**src/sv/hnk_pkg.sv**
```systemverilog
// ----------------------------------------------------------------------------
// hnk_pkg
// Shared constants, queue entry type and keycode name classification.
// ----------------------------------------------------------------------------
package hnk_pkg;

   localparam int KEY_SLOTS_DEF    = 6;
   localparam int REPORT_BYTES_DEF = 8;
   localparam int IN_SLOTS         = 6;
   localparam int QUEUE_DEPTH      = 2;

   localparam logic [7:0] KEY_A         = 8'h04;
   localparam logic [7:0] KEY_Z         = 8'h1D;
   localparam logic [7:0] KEY_1         = 8'h1E;
   localparam logic [7:0] KEY_0         = 8'h27;
   localparam logic [7:0] KEY_ENTER     = 8'h28;
   localparam logic [7:0] KEY_ESC       = 8'h29;
   localparam logic [7:0] KEY_BACKSPACE = 8'h2A;
   localparam logic [7:0] KEY_SPACE     = 8'h2C;

   localparam logic [5:0] CLASS_DIGIT_BASE = 6'd26;
   localparam logic [5:0] CLASS_ENTER      = 6'd36;
   localparam logic [5:0] CLASS_ESC        = 6'd37;
   localparam logic [5:0] CLASS_BACKSPACE  = 6'd38;
   localparam logic [5:0] CLASS_SPACE      = 6'd39;
   localparam logic [5:0] CLASS_UNKNOWN    = 6'd40;

   typedef logic [7:0] code_type;

   // one accepted report that has at least one new key
   typedef struct packed {
      code_type [IN_SLOTS-1:0] codes;
      logic [IN_SLOTS-1:0]     fresh;
   } entry_type;

   function automatic logic [5:0] class_of(input code_type code);
      logic [5:0] cls;
      begin
         if (code >= KEY_A && code <= KEY_Z) begin
            cls = 6'(code - KEY_A);
         end else if (code >= KEY_1 && code <= KEY_0) begin
            cls = CLASS_DIGIT_BASE + 6'(code - KEY_1);
         end else begin
            unique case (code)
               KEY_ENTER:     cls = CLASS_ENTER;
               KEY_ESC:       cls = CLASS_ESC;
               KEY_BACKSPACE: cls = CLASS_BACKSPACE;
               KEY_SPACE:     cls = CLASS_SPACE;
               default:       cls = CLASS_UNKNOWN;
            endcase
         end
         return cls;
      end
   endfunction

endpackage

```
**src/sv/hnk_front.sv**
```systemverilog
// ----------------------------------------------------------------------------
// hnk_front
// Accepts reports, compares slots against held keys and queues new presses.
// ----------------------------------------------------------------------------
module hnk_front #(
   parameter int KEY_SLOTS    = hnk_pkg::KEY_SLOTS_DEF,
   parameter int REPORT_BYTES = hnk_pkg::REPORT_BYTES_DEF
) (
   input  logic                                     clock,
   input  logic                                     reset,
   input  logic                                     req_valid,
   output logic                                     req_stall,
   input  hnk_pkg::code_type [hnk_pkg::IN_SLOTS-1:0] slots,
   input  logic [7:0]                               report_length,
   input  logic                                     q_full,
   output logic                                     q_push,
   output hnk_pkg::entry_type                       q_entry
);
   import hnk_pkg::*;

   localparam logic [7:0] LEN_MIN = 8'(REPORT_BYTES);

   code_type [KEY_SLOTS-1:0] prev_ff;
   code_type [KEY_SLOTS-1:0] prev_in;
   logic [IN_SLOTS-1:0]      fresh;
   logic                     accept;
   logic                     take;

   assign req_stall = q_full;
   assign accept    = req_valid && !q_full;
   assign take      = accept && (report_length >= LEN_MIN);

   always_comb begin
      for (int i = 0; i < IN_SLOTS; i++) begin
         logic hit;
         hit = 1'b0;
         for (int j = 0; j < KEY_SLOTS; j++) begin
            if (prev_ff[j] == slots[i]) hit = 1'b1;
         end
         fresh[i] = (i < KEY_SLOTS) && (slots[i] != '0) && !hit;
      end
   end

   // slots beyond the report fields are stored as empty
   for (genvar g = 0; g < KEY_SLOTS; g++) begin : g_prev
      if (g < IN_SLOTS) begin : g_in
         assign prev_in[g] = take ? slots[g] : prev_ff[g];
      end else begin : g_zero
         assign prev_in[g] = take ? '0 : prev_ff[g];
      end
   end

   assign q_push        = take && (|fresh);
   assign q_entry.codes = slots;
   assign q_entry.fresh = fresh;

   always_ff @(posedge clock) begin
      if (reset) begin
         prev_ff <= '0;
      end else begin
         prev_ff <= prev_in;
      end
   end

endmodule

```
**src/sv/hnk_queue.sv**
```systemverilog
// ----------------------------------------------------------------------------
// hnk_queue
// Short first-in first-out queue of pending reports between front and back.
// ----------------------------------------------------------------------------
module hnk_queue (
   input  logic               clock,
   input  logic               reset,
   input  logic               push,
   input  hnk_pkg::entry_type push_entry,
   output logic               full,
   output logic               q_valid,
   input  logic               pop,
   output hnk_pkg::entry_type pop_entry
);
   import hnk_pkg::*;

   localparam int PW = (QUEUE_DEPTH > 1) ? $clog2(QUEUE_DEPTH) : 1;
   localparam int CW = $clog2(QUEUE_DEPTH + 1);
   localparam logic [PW-1:0] LAST_PTR = PW'(QUEUE_DEPTH - 1);
   localparam logic [CW-1:0] DEPTH_CNT = CW'(QUEUE_DEPTH);

   entry_type         mem_ff [QUEUE_DEPTH];
   logic [PW-1:0]     wr_ptr_ff, wr_ptr_in;
   logic [PW-1:0]     rd_ptr_ff, rd_ptr_in;
   logic [CW-1:0]     count_ff, count_in;
   logic              do_pop;

   assign full      = (count_ff == DEPTH_CNT);
   assign q_valid   = (count_ff != '0);
   assign do_pop    = pop && q_valid;
   assign pop_entry = mem_ff[rd_ptr_ff];

   always_comb begin
      wr_ptr_in = wr_ptr_ff;
      rd_ptr_in = rd_ptr_ff;
      count_in  = count_ff;
      if (push) begin
         wr_ptr_in = (wr_ptr_ff == LAST_PTR) ? '0 : wr_ptr_ff + 1'b1;
      end
      if (do_pop) begin
         rd_ptr_in = (rd_ptr_ff == LAST_PTR) ? '0 : rd_ptr_ff + 1'b1;
      end
      if (push && !do_pop) begin
         count_in = count_ff + 1'b1;
      end else if (do_pop && !push) begin
         count_in = count_ff - 1'b1;
      end
   end

   always_ff @(posedge clock) begin
      if (push) begin
         mem_ff[wr_ptr_ff] <= push_entry;
      end
   end

   always_ff @(posedge clock) begin
      if (reset) begin
         wr_ptr_ff <= '0;
         rd_ptr_ff <= '0;
         count_ff  <= '0;
      end else begin
         wr_ptr_ff <= wr_ptr_in;
         rd_ptr_ff <= rd_ptr_in;
         count_ff  <= count_in;
      end
   end

endmodule

```
**src/sv/hnk_back.sv**
```systemverilog
// ----------------------------------------------------------------------------
// hnk_back
// Walks the new-key mask of one report and emits one press event per cycle while the output is not stalled.
// ----------------------------------------------------------------------------
module hnk_back (
   input  logic               clock,
   input  logic               reset,
   input  logic               q_valid,
   output logic               q_pop,
   input  hnk_pkg::entry_type q_entry,
   output logic               rsp_valid,
   input  logic               rsp_stall,
   output logic [7:0]         rsp_pressed_code,
   output logic [5:0]         rsp_name_class,
   output logic               rsp_last_event
);
   import hnk_pkg::*;

   logic                     cur_valid_ff, cur_valid_in;
   entry_type                cur_ff, cur_in;
   logic                     rsp_valid_ff, rsp_valid_in;
   code_type                 code_ff, code_in;
   logic [5:0]               class_ff, class_in;
   logic                     last_ff, last_in;

   logic                     out_free;
   logic                     emit;
   logic                     finish;
   logic [IN_SLOTS-1:0]      low_bit;
   logic [IN_SLOTS-1:0]      rest;
   code_type                 sel_code;

   // lowest pending slot and its code
   always_comb begin
      low_bit  = cur_ff.fresh & (~cur_ff.fresh + 1'b1);
      sel_code = '0;
      for (int i = 0; i < IN_SLOTS; i++) begin
         sel_code = sel_code | (cur_ff.codes[i] & {8{low_bit[i]}});
      end
   end

   assign rest     = cur_ff.fresh & ~low_bit;
   assign out_free = !rsp_valid_ff || !rsp_stall;
   assign emit     = cur_valid_ff && out_free;
   assign finish   = emit && (rest == '0);
   assign q_pop    = q_valid && (!cur_valid_ff || finish);

   always_comb begin
      cur_valid_in = cur_valid_ff;
      cur_in       = cur_ff;
      if (q_pop) begin
         cur_valid_in = 1'b1;
         cur_in       = q_entry;
      end else if (finish) begin
         cur_valid_in = 1'b0;
      end else if (emit) begin
         cur_in.fresh = rest;
      end
   end

   always_comb begin
      rsp_valid_in = rsp_valid_ff && rsp_stall;
      code_in      = code_ff;
      class_in     = class_ff;
      last_in      = last_ff;
      if (emit) begin
         rsp_valid_in = 1'b1;
         code_in      = sel_code;
         class_in     = class_of(sel_code);
         last_in      = (rest == '0);
      end
   end

   always_ff @(posedge clock) begin
      cur_ff   <= cur_in;
      code_ff  <= code_in;
      class_ff <= class_in;
      last_ff  <= last_in;
   end

   always_ff @(posedge clock) begin
      if (reset) begin
         cur_valid_ff <= 1'b0;
         rsp_valid_ff <= 1'b0;
      end else begin
         cur_valid_ff <= cur_valid_in;
         rsp_valid_ff <= rsp_valid_in;
      end
   end

   assign rsp_valid        = rsp_valid_ff;
   assign rsp_pressed_code = code_ff;
   assign rsp_name_class   = class_ff;
   assign rsp_last_event   = last_ff;

endmodule

```
**src/sv/hid_new_keypress_detector.sv**
```systemverilog
// ----------------------------------------------------------------------------
// hid_new_keypress_detector
// Boot keyboard report new key press detector.
// ----------------------------------------------------------------------------
// A request is one keyboard report. The front accepts one request per cycle
// while req_stall is low, compares its slots against the keys held in the
// previous full-length report and places reports with new keys into a
// two-entry queue; short reports are dropped without touching the held keys,
// and reports without new keys leave no trace beyond updating them. The back
// sequencer emits one press event per cycle in slot order while the output
// is not stalled, up to six per report; req_stall rises only while both
// queue entries are occupied. Press events leave from output registers.
module hid_new_keypress_detector #(
   parameter int KEY_SLOTS    = hnk_pkg::KEY_SLOTS_DEF,
   parameter int REPORT_BYTES = hnk_pkg::REPORT_BYTES_DEF
) (
   input  logic       clock,
   input  logic       reset,
   input  logic       req_valid,
   output logic       req_stall,
   input  logic [7:0] req_key_slot0,
   input  logic [7:0] req_key_slot1,
   input  logic [7:0] req_key_slot2,
   input  logic [7:0] req_key_slot3,
   input  logic [7:0] req_key_slot4,
   input  logic [7:0] req_key_slot5,
   input  logic [7:0] req_report_length,
   output logic       rsp_valid,
   input  logic       rsp_stall,
   output logic [7:0] rsp_pressed_code,
   output logic [5:0] rsp_name_class,
   output logic       rsp_last_event
);
   import hnk_pkg::*;

   code_type [IN_SLOTS-1:0] slots;
   entry_type               push_entry;
   entry_type               pop_entry;
   logic                    q_push;
   logic                    q_full;
   logic                    q_valid;
   logic                    q_pop;

   assign slots = {req_key_slot5, req_key_slot4, req_key_slot3,
                   req_key_slot2, req_key_slot1, req_key_slot0};

   hnk_front #(
      .KEY_SLOTS    (KEY_SLOTS),
      .REPORT_BYTES (REPORT_BYTES)
   ) u_front (
      .clock         (clock),
      .reset         (reset),
      .req_valid     (req_valid),
      .req_stall     (req_stall),
      .slots         (slots),
      .report_length (req_report_length),
      .q_full        (q_full),
      .q_push        (q_push),
      .q_entry       (push_entry)
   );

   hnk_queue u_queue (
      .clock      (clock),
      .reset      (reset),
      .push       (q_push),
      .push_entry (push_entry),
      .full       (q_full),
      .q_valid    (q_valid),
      .pop        (q_pop),
      .pop_entry  (pop_entry)
   );

   hnk_back u_back (
      .clock            (clock),
      .reset            (reset),
      .q_valid          (q_valid),
      .q_pop            (q_pop),
      .q_entry          (pop_entry),
      .rsp_valid        (rsp_valid),
      .rsp_stall        (rsp_stall),
      .rsp_pressed_code (rsp_pressed_code),
      .rsp_name_class   (rsp_name_class),
      .rsp_last_event   (rsp_last_event)
   );

endmodule

```
**config.mk**
```make
export PLATFORM = sky130hd
export DESIGN_NAME = hid_new_keypress_detector
export DESIGN_NICKNAME = d
export VERILOG_FILES = /design/src/sv/hnk_pkg.sv /design/src/sv/hnk_front.sv /design/src/sv/hnk_queue.sv /design/src/sv/hnk_back.sv /design/src/sv/hid_new_keypress_detector.sv
export SDC_FILE = /design/constraint.sdc
export NUM_CORES = 1
export LEC_CHECK = 0
export BUFFER_PORTS_ARGS = -buffer_cell sky130_fd_sc_hd__buf_2
export CAP_MARGIN = 20
export CORE_MARGIN = 5
export CORE_UTILIZATION = 35
export DETAILED_ROUTE_END_ITERATION = 10
export PLACE_DENSITY = 0.61
export SYNTH_ARGS = -nofsm -noshare
export SYNTH_HDL_FRONTEND = slang
export SYNTH_HIERARCHICAL = 1
export SYNTH_SLANG_ARGS = --single-unit
```
**constraint.sdc**
```tcl
create_clock -name clock -period 5.8 [get_ports clock]
set_input_delay 1.45 -clock clock [delete_from_list [all_inputs] [get_ports clock]]
set_output_delay 1.45 -clock clock [all_outputs]
set_load 0.005 [all_outputs]
```
Word level (Yosys, flattened, before mapping)
Memories as Yosys holds them, arrays and structs flattened. A register that Yosys moved wholly into a read port is not among the register bits.
Index checks and enable logic that the tools add are counted.
{"block": "word_totals", "ff_bits": 123, "mem_bits_rw": 108, "in_bits": 60, "out_inout_bits": 17, "elab_cells": 190, "mem_count": 1}
{"block": "classes", "n_addsub": 8, "n_lt_le_gt_ge": 5, "n_eq_ne": 42, "mux": 53, "bitwise_logic": 15, "reduce_logical": 45}
{"memory": "u_queue.mem_ff", "words": 2, "word_bits": 54, "read_ports": 1, "rd_ports_with_merged_regs": 1, "write_ports": 1, "line_no": "hnk_queue.sv:22", "text": "entry_type mem_ff [QUEUE_DEPTH];"}
{"cell": "== test 8 bit", "count": 36}
{"cell": "AND 8 bit", "count": 6}
{"cell": "nonzero test 8 bit", "count": 6}
{"cell": "two-way mux 1 bit", "count": 45}
{"cell": "OR 8 bit", "count": 5}
{"cell": "== test 8 x 6 -> 1 bit, second input constant", "count": 4}
{"cell": "two-way mux 6 bit", "count": 5}
{"cell": "logical AND 1 bit", "count": 18}
{"cell": "case mux 4 bit (4 select lines)", "count": 1}
{"cell": "AND 6 bit", "count": 2}
{"cell": "logical NOT 1 bit", "count": 12}
{"cell": "NOT 6 bit", "count": 2}
{"cell": "greater-or-equal comparator 8 x 3 -> 1 bit, second input constant", "count": 1}
{"cell": "greater-or-equal comparator 8 x 4 -> 1 bit, second input constant", "count": 1}
{"cell": "greater-or-equal comparator 8 x 5 -> 1 bit, second input constant", "count": 1}
{"cell": "<= comparator 8 x 5 -> 1 bit, second input constant", "count": 1}
{"cell": "<= comparator 8 x 6 -> 1 bit, second input constant", "count": 1}
{"cell": "nonzero test 2 bit", "count": 4}
{"cell": "adder 5 x 6 -> 6 bit, first input constant", "count": 1}
{"cell": "adder 6 x 1 -> 6 bit, second input constant", "count": 1}
{"cell": "logical NOT 6 bit", "count": 1}
{"cell": "OR reduction 6 bit", "count": 1}
{"cell": "subtractor 6 x 3 -> 6 bit, second input constant", "count": 1}
{"cell": "subtractor 6 x 5 -> 6 bit, second input constant", "count": 1}
{"cell": "other kinds (8)", "count": 11}

Logic depth before layout (Yosys ltp)
Gate-level depths: netlist (run 1).
{"block": "depth", "ltp_word": 15, "ltp_mapped": 12}

Cells and area by module
Netlist (run 1), hierarchy kept.
{"mod": "hnk_front", "instances": 1, "cells_per_inst": 773, "area_per_inst_um2": 6028.3}
{"mod": "hnk_queue", "instances": 1, "cells_per_inst": 190, "area_per_inst_um2": 4105.2}
{"mod": "hnk_back", "instances": 1, "cells_per_inst": 210, "area_per_inst_um2": 3045.4}

Worst setup path after synthesis (run 1)
Ideal clock, no wire load.
{"block": "synth_path", "path_kind": "input -> register", "startpoint": "input req_key_slot5[7]", "endpoint": "memory u_queue/mem_ff[0][0] in the netlist's numbering, enable pin", "arrival_time_ns": 5.110, "t_required_ns": 5.328, "setup_slack_ns": 0.217, "path_stages": 9, "n_path_buf": 1, "path_cell_list": "buf_4 -> xor2_1 -> nor4_1 -> nand2_1 -> o21ai_0 -> nor4_1 -> nor4_1 -> a21oi_1 -> nor2b_1"}
{"element": "start: declaration", "line_no": "hid_new_keypress_detector.sv:26", "text": "input logic [7:0] req_key_slot5,"}
{"element": "end: declaration", "line_no": "hnk_queue.sv:22"}

==> flow_summary_export.csv, run 1 <==
group,metric,value,unit
synthesis,dominant_combinational_cell_family_by_area_after_synthesis,"XOR/XNOR gates",
sta,fin_ws,1.71,ns
power,pwr-share-comb,0.299,
die,dieWidth,204,µm
setup_path,worstPathArrival,4.28,ns
synthesis,number_of_enable_type_register_cells_in_the_synthesized_netlist,177,
clock_tree,cts_hold_buf,0,
global_route,antenna_found_initial,1,
power,sequentialPowerShare,0.430,
die,fp.coreArea,0.0374,mm²
synthesis,synth_top_cell_area_share,0.403,
sta,finish_stage_setup_viols,0,
detailed_routing,via_count_of_the_routed_design,8333,
setup_path,max_fanout_on_critical_path,54,
detailed_routing,first_pass_iters,7,
power,p_sw,2.08,mW
synthesis,synth_adder_area_share,0.00551,
synthesis,synthesis.area,0.0132,mm²
power,internal_power,4.20,mW
die,initial_cell_density_of_the_core,0.352,
synthesis,synth.avg_cell_area,11.2,µm²
synthesis,ys_ff_latch,232,
detailed_routing,drt_iter0_drc,545,
synthesis,synthMostInstantiatedCell,"xnor2_1",
setup_path,worstSetupPathType,"input port to flip-flop",
run_status,outcome,"complete, no violations",
synthesis,synth_compound_area_frac,0.0573,
sta,finalCritPeriodShare,0.706,
detailed_routing,post_drt_via_cell_ratio,5.10,
synthesis,synth.lib_cells_used.distinct,58,
setup_path,end_kind,"flip-flop",
sta,timing_hold_violations_final,0,
setup_path,worst_path_dominant_cell_family,"simple AND/OR/NAND/NOR gates",
synthesis,async_reset_ff_frac,0,
sta,layout_min_cycle_time,4.09,ns
clock_tree,cts_sinks,232,
synthesis,ys_top_cells_by_count,"243 x xnor2_1, 177 x edfxtp_1, 150 x buf_4",
clock_tree,postCtsSetupBuffers,0,
global_route,grt_first_pass_wirelength,50.8,mm
sta,drv_slew,0,
global_route,grt.total_usage,0.158,
setup_path,cp.buffers_inverters,2,
sta,timing_worst_slew_pin_value,1.06,ns
placed_design,area_after_dpl,0.0130,mm²
power,p_per_area,452,mW/mm²
clock_tree,cts.root.buffer_cell,"clkbuf_16",
power,p_leak,4.37,nW
setup_path,critPathRequiredTime,5.98,ns
finish,fin_area,0.0139,mm²
clock_tree,cts_tree,"done",
detailed_routing,routed_wl,34.1,mm
clock_tree,cts_buffer_depth,3,
synthesis,synth-seq-area-share,0.487,
setup_path,cpPeakStageDelay,0.85,ns
placed_design,dp.final_hpwl,22.8,mm
placed_design,dp_slack,1.29,ns
placed_design,buffer_ports.inserted,73,
sta,rsz_0062_raised_after_global_routing,"false",
synthesis,syn_nets,1238,
clock_tree,count_of_cells_resized_by_post_cts_repair,0,
synthesis,synth-simple-area-share,0.107,
finish,drive_above_1_share,0.171,
finish,areaGrowthSynthToFinish,5.46,%
power,vdd_drop_max,0.192,mV
sta,relSlewSlack,0.291,
synthesis,syn-instance-count,1173,
setup_path,timing.critical_path.slowest_stage_cell,"nor4_1",
sta,max_freq,244,MHz
synthesis,netlist.top_cell.by_area,"edfxtp_1",
power,clock_power_share,0.271,
setup_path,cp_common_cell,"nor4_1",
die,io_pins,77,
sta,fin_worst_skew,0.0146,ns
synthesis,yosysWarningCount,6,
run,max_cap_violations,0,
die,row_count,71,
placed_design,placer_congestion_estimate,0.885,
clock_tree,clk_latency,0.52,ns
min_path,min-delay-start,"u_queue/rd_ptr_ff",
setup_path,worst_path_cell_chain,"buf_2 -> xor2_1 -> nor4_1 -> nand2_1 -> o21ai_0 -> nor4_1 -> nor4_1 -> a21oi_1 -> nor2b_4 -> buf_12",
synthesis,yosys.area_share.xor_xnor,0.195,
finish,finalNetCount,1170,
global_route,grt_start_max_net_pins,56,
detailed_routing,route.detailed.wl_per_inst,20.8,µm
synthesis,synth.area.top_cells,"edfxtp_1 40%, xnor2_1 16%, buf_4 8.5%",
clock_tree,numCtsBuffers,25,
clock_tree,cts.htree.levels,1,
die,die_h,204,µm
setup_path,crit_start,"req_key_slot2[7]",
clock_tree,clk_transition_reported_paths,0.06,ns
detailed_routing,drc_errors_left,0,
global_route,globalRoute.totalOverflow,0,
sta,tns,0,ns
synthesis,muxShareOfSynthArea,0.0485,
min_path,min-delay-path-class,"flip-flop to flip-flop",
die,design.die.area,0.0416,mm²
power,power.share.switching,0.332,
setup_path,r2r_start,"u_front/prev_ff[1]",
synthesis,synthFlopType,"edfxtp_1",
global_route,first_global_vias,8250,
detailed_routing,detail-route-antenna-nets,0,
setup_path,cp-start-kind,"input port",
==> final timing paths <==
path | end | slack [ns] | cells after the start
hold / removal | u_queue/rd_ptr_ff | 0.52 | 2
hold reg to reg | u_queue/rd_ptr_ff | 0.52 | 2
setup / recovery | u_queue/mem_ff[0][23] | 1.71 | 10
setup reg to reg | u_queue/mem_ff[0][23] | 2.37 | 9
==> stage by stage <==
| stage | hold slack (ns) | power, mW | utilization | std cells |
|---|---|---|---|---|
| floorplan | 0.466 | 4.18 | - | 1173 |
| global placement | 0.483 | 4.58 | 0.348 | 1589 |
| detailed placement | 0.491 | 4.63 | 0.348 | 1589 |
| CTS | 0.513 | 6.35 | 0.372 | 1634 |
| global route | 0.541 | 6.61 | 0.372 | 1635 |
| finish | 0.515 | 6.29 | 0.372 | 1635 |
==> kinds of logic (layout without fill, tap and decap cells) <==
| group | after synthesis | count (layout) |
|---|---|---|
| xor gates and xnor gates | 294 | 294 |
| and+or+nand+nor | 277 | 277 |
| DFF | 232 | 232 |
| buffers and inverters | 187 | 137 |
| AOI/OAI and AO/OA | 120 | 120 |
| muxes | 57 | 57 |
| adders and majority gates | 6 | 6 |
| other | 0 | 1 |
==> flip-flops by register name, indices dropped and copies added (netlist names), 2 cells and up, named ones only <==
signal	flops
u_queue/mem_ff	108
u_back/cur_ff	54
u_front/prev_ff	48
u_back/rsp_pressed_code	8
u_back/rsp_name_class	6
u_queue/count_ff	2
==> power groups by stage <==
stage / Sequential [mW] / Combinational [mW] / Clock, mW
floorplan: 2.53 / 1.66 / 0
global placement: 2.72 / 1.86 / 0
detailed placement: 2.74 / 1.89 / 0
CTS: 2.70 / 1.91 / 1.74
global route: 2.75 / 2.06 / 1.80
finish: 2.70 / 1.88 / 1.70
==> worst reg2reg max path, delay by kind of cell (launching register included) <==
| kind | cells | cell delay, ns |
|---|---|---|
| simple gates | 5 | 1.46 |
| flops | 1 | 0.60 |
| compound gates | 2 | 0.48 |
| buf+inv | 1 | 0.29 |
| xor+xnor | 1 | 0.20 |
==> cell type report <==
type | count | area, µm²
fillers | 3639 | 23500
flip-flops and latches | 232 | 6420
multi-input cells | 754 | 5470
clock buffers | 29 | 641
well taps | 511 | 639
repair buffers | 80 | 443
clock inverters | 16 | 239
inverters | 12 | 45.0
diodes | 1 | 2.50
==> routing by layer <==
layer  up-vias  global-route usage  share of wire
met5         -                   0              0
met4         0              0.0510          0.029
met3        67              0.0224          0.058
met2       279               0.291           0.52
met1      4123               0.191           0.39
li1       3864                   -              -
==> cells in the final DEF (no fill, tap or decap), types with 15 or more instances in the layout <==
| cell | synthesis | layout |
|---|---|---|
| nor2_1 | 20 | 20 |
| nand4_1 | 63 | 63 |
| mux2_2 | 55 | 55 |
| o21ai_0 | 15 | 15 |
| clkbuf_16 | 0 | 25 |
| a21oi_1 | 64 | 64 |
| xnor2_1 | 243 | 243 |
| buf_2 | 9 | 73 |
| nor4_1 | 32 | 32 |
| xor2_1 | 51 | 51 |
| edfxtp_1 | 177 | 177 |
| dfxtp_1 | 55 | 54 |
| nand2_1 | 120 | 120 |
Power figures use the tool's default switching activity.
==> inputs of run 2 (changes only) <==
ABC_AREA = 1   (was unset)
PLACE_DENSITY = 0.59   (was 0.61)
clock period = 4.1 ns   (was 5.8 ns; I/O delays follow)
==> flow_summary_export.csv, run 2 <==
group,metric,value,unit
clock_tree,cts_sinks,232,
clock_tree,cts_hold_buf,0,
setup_path,max_fanout_on_critical_path,46,
die,initial_cell_density_of_the_core,0.356,
synthesis,synthFlopType,"edfxtp_1",
setup_path,cp-start-kind,"input port",
setup_path,timing.critical_path.slowest_stage_cell,"buf_2",
setup_path,reg2regPathDepth,11,
synthesis,async_reset_ff_frac,0,
finish,drive_above_1_share,0.165,
synthesis,synth.avg_cell_area,9.16,µm²
placed_design,place.detailed.instances,2038,
setup_path,worst_path_cell_chain,"buf_2 -> inv_1 -> nand2_1 -> nand2_1 -> nand2_1 -> nor2_1 -> nand2_1 -> nand2_1 -> nor2_1 -> nand2_1 -> nand3_2 -> nor2_2 -> nor2_1 -> nand2_1 -> inv_2 -> buf_12",
min_path,min-delay-path-class,"flip-flop to flip-flop",
synthesis,syn_nets,1660,
power,p_leak,5.83,nW
sta,finalCritPeriodShare,0.722,
die,die_h,214,µm
detailed_routing,drc_errors_left,0,
global_route,grt_start_max_net_pins,72,
run_status,outcome,"complete, no violations",
die,fp.coreArea,0.0410,mm²
setup_path,end_kind,"flip-flop",
global_route,first_global_vias,9695,
die,design.die.area,0.0459,mm²
power,internal_power,5.81,mW
clock_tree,numCtsBuffers,25,
finish,n_antenna_cell,0,
synthesis,ys_ff_latch,232,
min_path,min_delay_path_depth,2,
clock_tree,postCtsSetupBuffers,0,
setup_path,worst_path_dominant_cell_family,"simple AND/OR/NAND/NOR gates",
synthesis,synthesis.area,0.0146,mm²
global_route,grt.total_usage,0.161,
setup_path,worstSetupPathType,"input port to flip-flop",
power,clock_power_share,0.233,
sta,tns,0,ns
setup_path,critPathRequiredTime,4.30,ns
detailed_routing,route.detailed.wl_per_inst,18.4,µm
synthesis,synth_top_cell_area_share,0.364,
die,row_count,74,
setup_path,cp.buffers_inverters,4,
power,pwr-share-comb,0.345,
clock_tree,cts_tree,"done",
sta,rsz_0062_raised_after_global_routing,"false",
sta,fin_worst_skew,0.0139,ns
power,sequentialPowerShare,0.422,
setup_path,worstPathArrival,3.16,ns
run,max_cap_violations,0,
synthesis,ys_top_cells_by_count,"462 x nand2_1, 177 x edfxtp_1, 177 x xnor2_1",
placed_design,dp.final_hpwl,27.9,mm
sta,max_freq,338,MHz
detailed_routing,routed_wl,38.4,mm
power,p_per_area,616,mW/mm²
sta,timing_worst_slew_pin_value,1.07,ns
finish,top_register,"u_queue/mem_ff",
synthesis,synthMostInstantiatedCell,"nand2_1",
detailed_routing,first_pass_iters,7,
clock_tree,cts.root.buffer_cell,"clkbuf_16",
synthesis,netlist.top_cell.by_area,"edfxtp_1",
synthesis,yosysWarningCount,6,
placed_design,placer_congestion_estimate,0.922,
synthesis,syn-instance-count,1595,
setup_path,cpPeakStageDelay,0.35,ns
detailed_routing,drt_iter0_drc,756,
setup_path,cp_common_cell,"nand2_1",
clock_tree,cts_buffer_depth,3,
detailed_routing,via_count_of_the_routed_design,10100,
setup_path,path_depth,16,
synthesis,number_of_enable_type_register_cells_in_the_synthesized_netlist,177,
finish,reg_top3,"u_queue/mem_ff x108, u_back/cur_ff x54, u_front/prev_ff x48",
finish,finalNetCount,1598,
die,dieWidth,214,µm
detailed_routing,detail-route-antenna-nets,0,
sta,relSlewSlack,0.289,
finish,final-instance-count-excl-fill,2082,
clock_tree,clk_transition_reported_paths,0.06,ns
sta,drv_slew,0,
finish,areaGrowthSynthToFinish,2.83,%
sta,finish_stage_setup_viols,0,
finish,final_util,0.366,
synthesis,synth.lib_cells_used.distinct,39,
global_route,globalRoute.totalOverflow,0,
clock_tree,count_of_cells_resized_by_post_cts_repair,0,
power,p_sw,3.44,mW
sta,layout_min_cycle_time,2.96,ns
finish,mostFrequentLayoutCells,"462 x nand2_1, 177 x edfxtp_1, 177 x xnor2_1",
synthesis,synth.area.top_cells,"edfxtp_1 36%, nand2_1 12%, xnor2_1 11%",
die,io_pins,77,
clock_tree,clk_latency,0.53,ns
placed_design,buffer_ports.inserted,73,
power,vdd_drop_max,0.356,mV
detailed_routing,post_drt_via_cell_ratio,4.85,
power,power.share.switching,0.372,
synthesis,synth-seq-area-share,0.439,
sta,timing_hold_violations_final,0,
finish,largest_reg_flops,108,
clock_tree,cts.htree.levels,1,
finish,final_common_cell,"nand2_1",
global_route,grt_first_pass_wirelength,58.3,mm
global_route,antenna_found_initial,0,
-- run 2: worst register-to-register path: stages, from the launching register on --
cell and delay [ns]:
edfxtp_1 0.57, nor2_4 0.41, nand2_4 0.16, o21ai_1 0.19
o21ai_1 0.12, a211oi_2 0.22, nand2_1 0.08, nand2_1 0.11
nand2_2 0.13, clkinv_2 0.13, buf_4 0.39, o21ai_0 0.14
-- run 2: final cells by class --
cell class	instances	area (µm²)
clock inverters	15	135
fillers	4102	26000
repair buffers	80	443
flip-flops and latches	232	6420
clock buffers	29	641
inverters	108	423
well taps	532	666
multi-input cells	1086	6290
-- run 2: logic make-up (layout without fill, tap and decap cells) --
logic type / count (synthesis) / count (layout) / synth area share
multiplexers: 54 / 54 / 0.0545
flip-flops: 232 / 232 / 0.439
buffers and inverters: 277 / 232 / 0.130
XOR/XNOR: 201 / 201 / 0.121
adder cells (fa/ha/maj): 5 / 5 / 0.00428
AO/OA/AOI/OAI: 66 / 66 / 0.0298
AND/OR/NAND/NOR: 760 / 760 / 0.221
-- run 2: power groups by stage --
stage                     Combinational, mW  Sequential, mW  Clock (mW)
after floorplan                        2.90            3.56           0
after CTS                              3.22            3.92        2.21
after global routing                   3.56            3.98        2.31
after detailed placement               3.21            3.97           0
after global placement                 3.17            3.94           0
final                                  3.19            3.91        2.15
-- run 2: worst paths after layout --
kind	from	to	slack, ns
setup reg to reg	u_back/cur_ff[1]	u_back/cur_ff[3]	1.20
setup / recovery	req_key_slot5[1]	u_queue/mem_ff[1][19]	1.14
hold / removal	u_back/cur_valid_ff	u_back/rsp_valid	0.47
hold reg to reg	u_back/cur_valid_ff	u_back/rsp_valid	0.47
-- run 2: routing by layer --
| layer | track usage | vias up | share of wire |
|---|---|---|---|
| met2 | 0.284 | 328 | 0.49 |
| met3 | 0.0203 | 72 | 0.055 |
| met4 | 0.0599 | 0 | 0.038 |
| met5 | 0 | - | 0 |
| met1 | 0.203 | 4747 | 0.42 |
| li1 | - | 4948 | - |
-- run 2: per-stage QoR --
stage	power (mW)	hold WS, ns	setup slack, ns	area, µm²
after floorplan	6.46	0.437	0.258	14600
after detailed placement	7.18	0.458	0.641	14200
after global routing	9.85	0.493	0.887	15000
after global placement	7.11	0.458	0.661	14200
final	9.25	0.473	1.14	15000
after CTS	9.36	0.470	1.15	15000
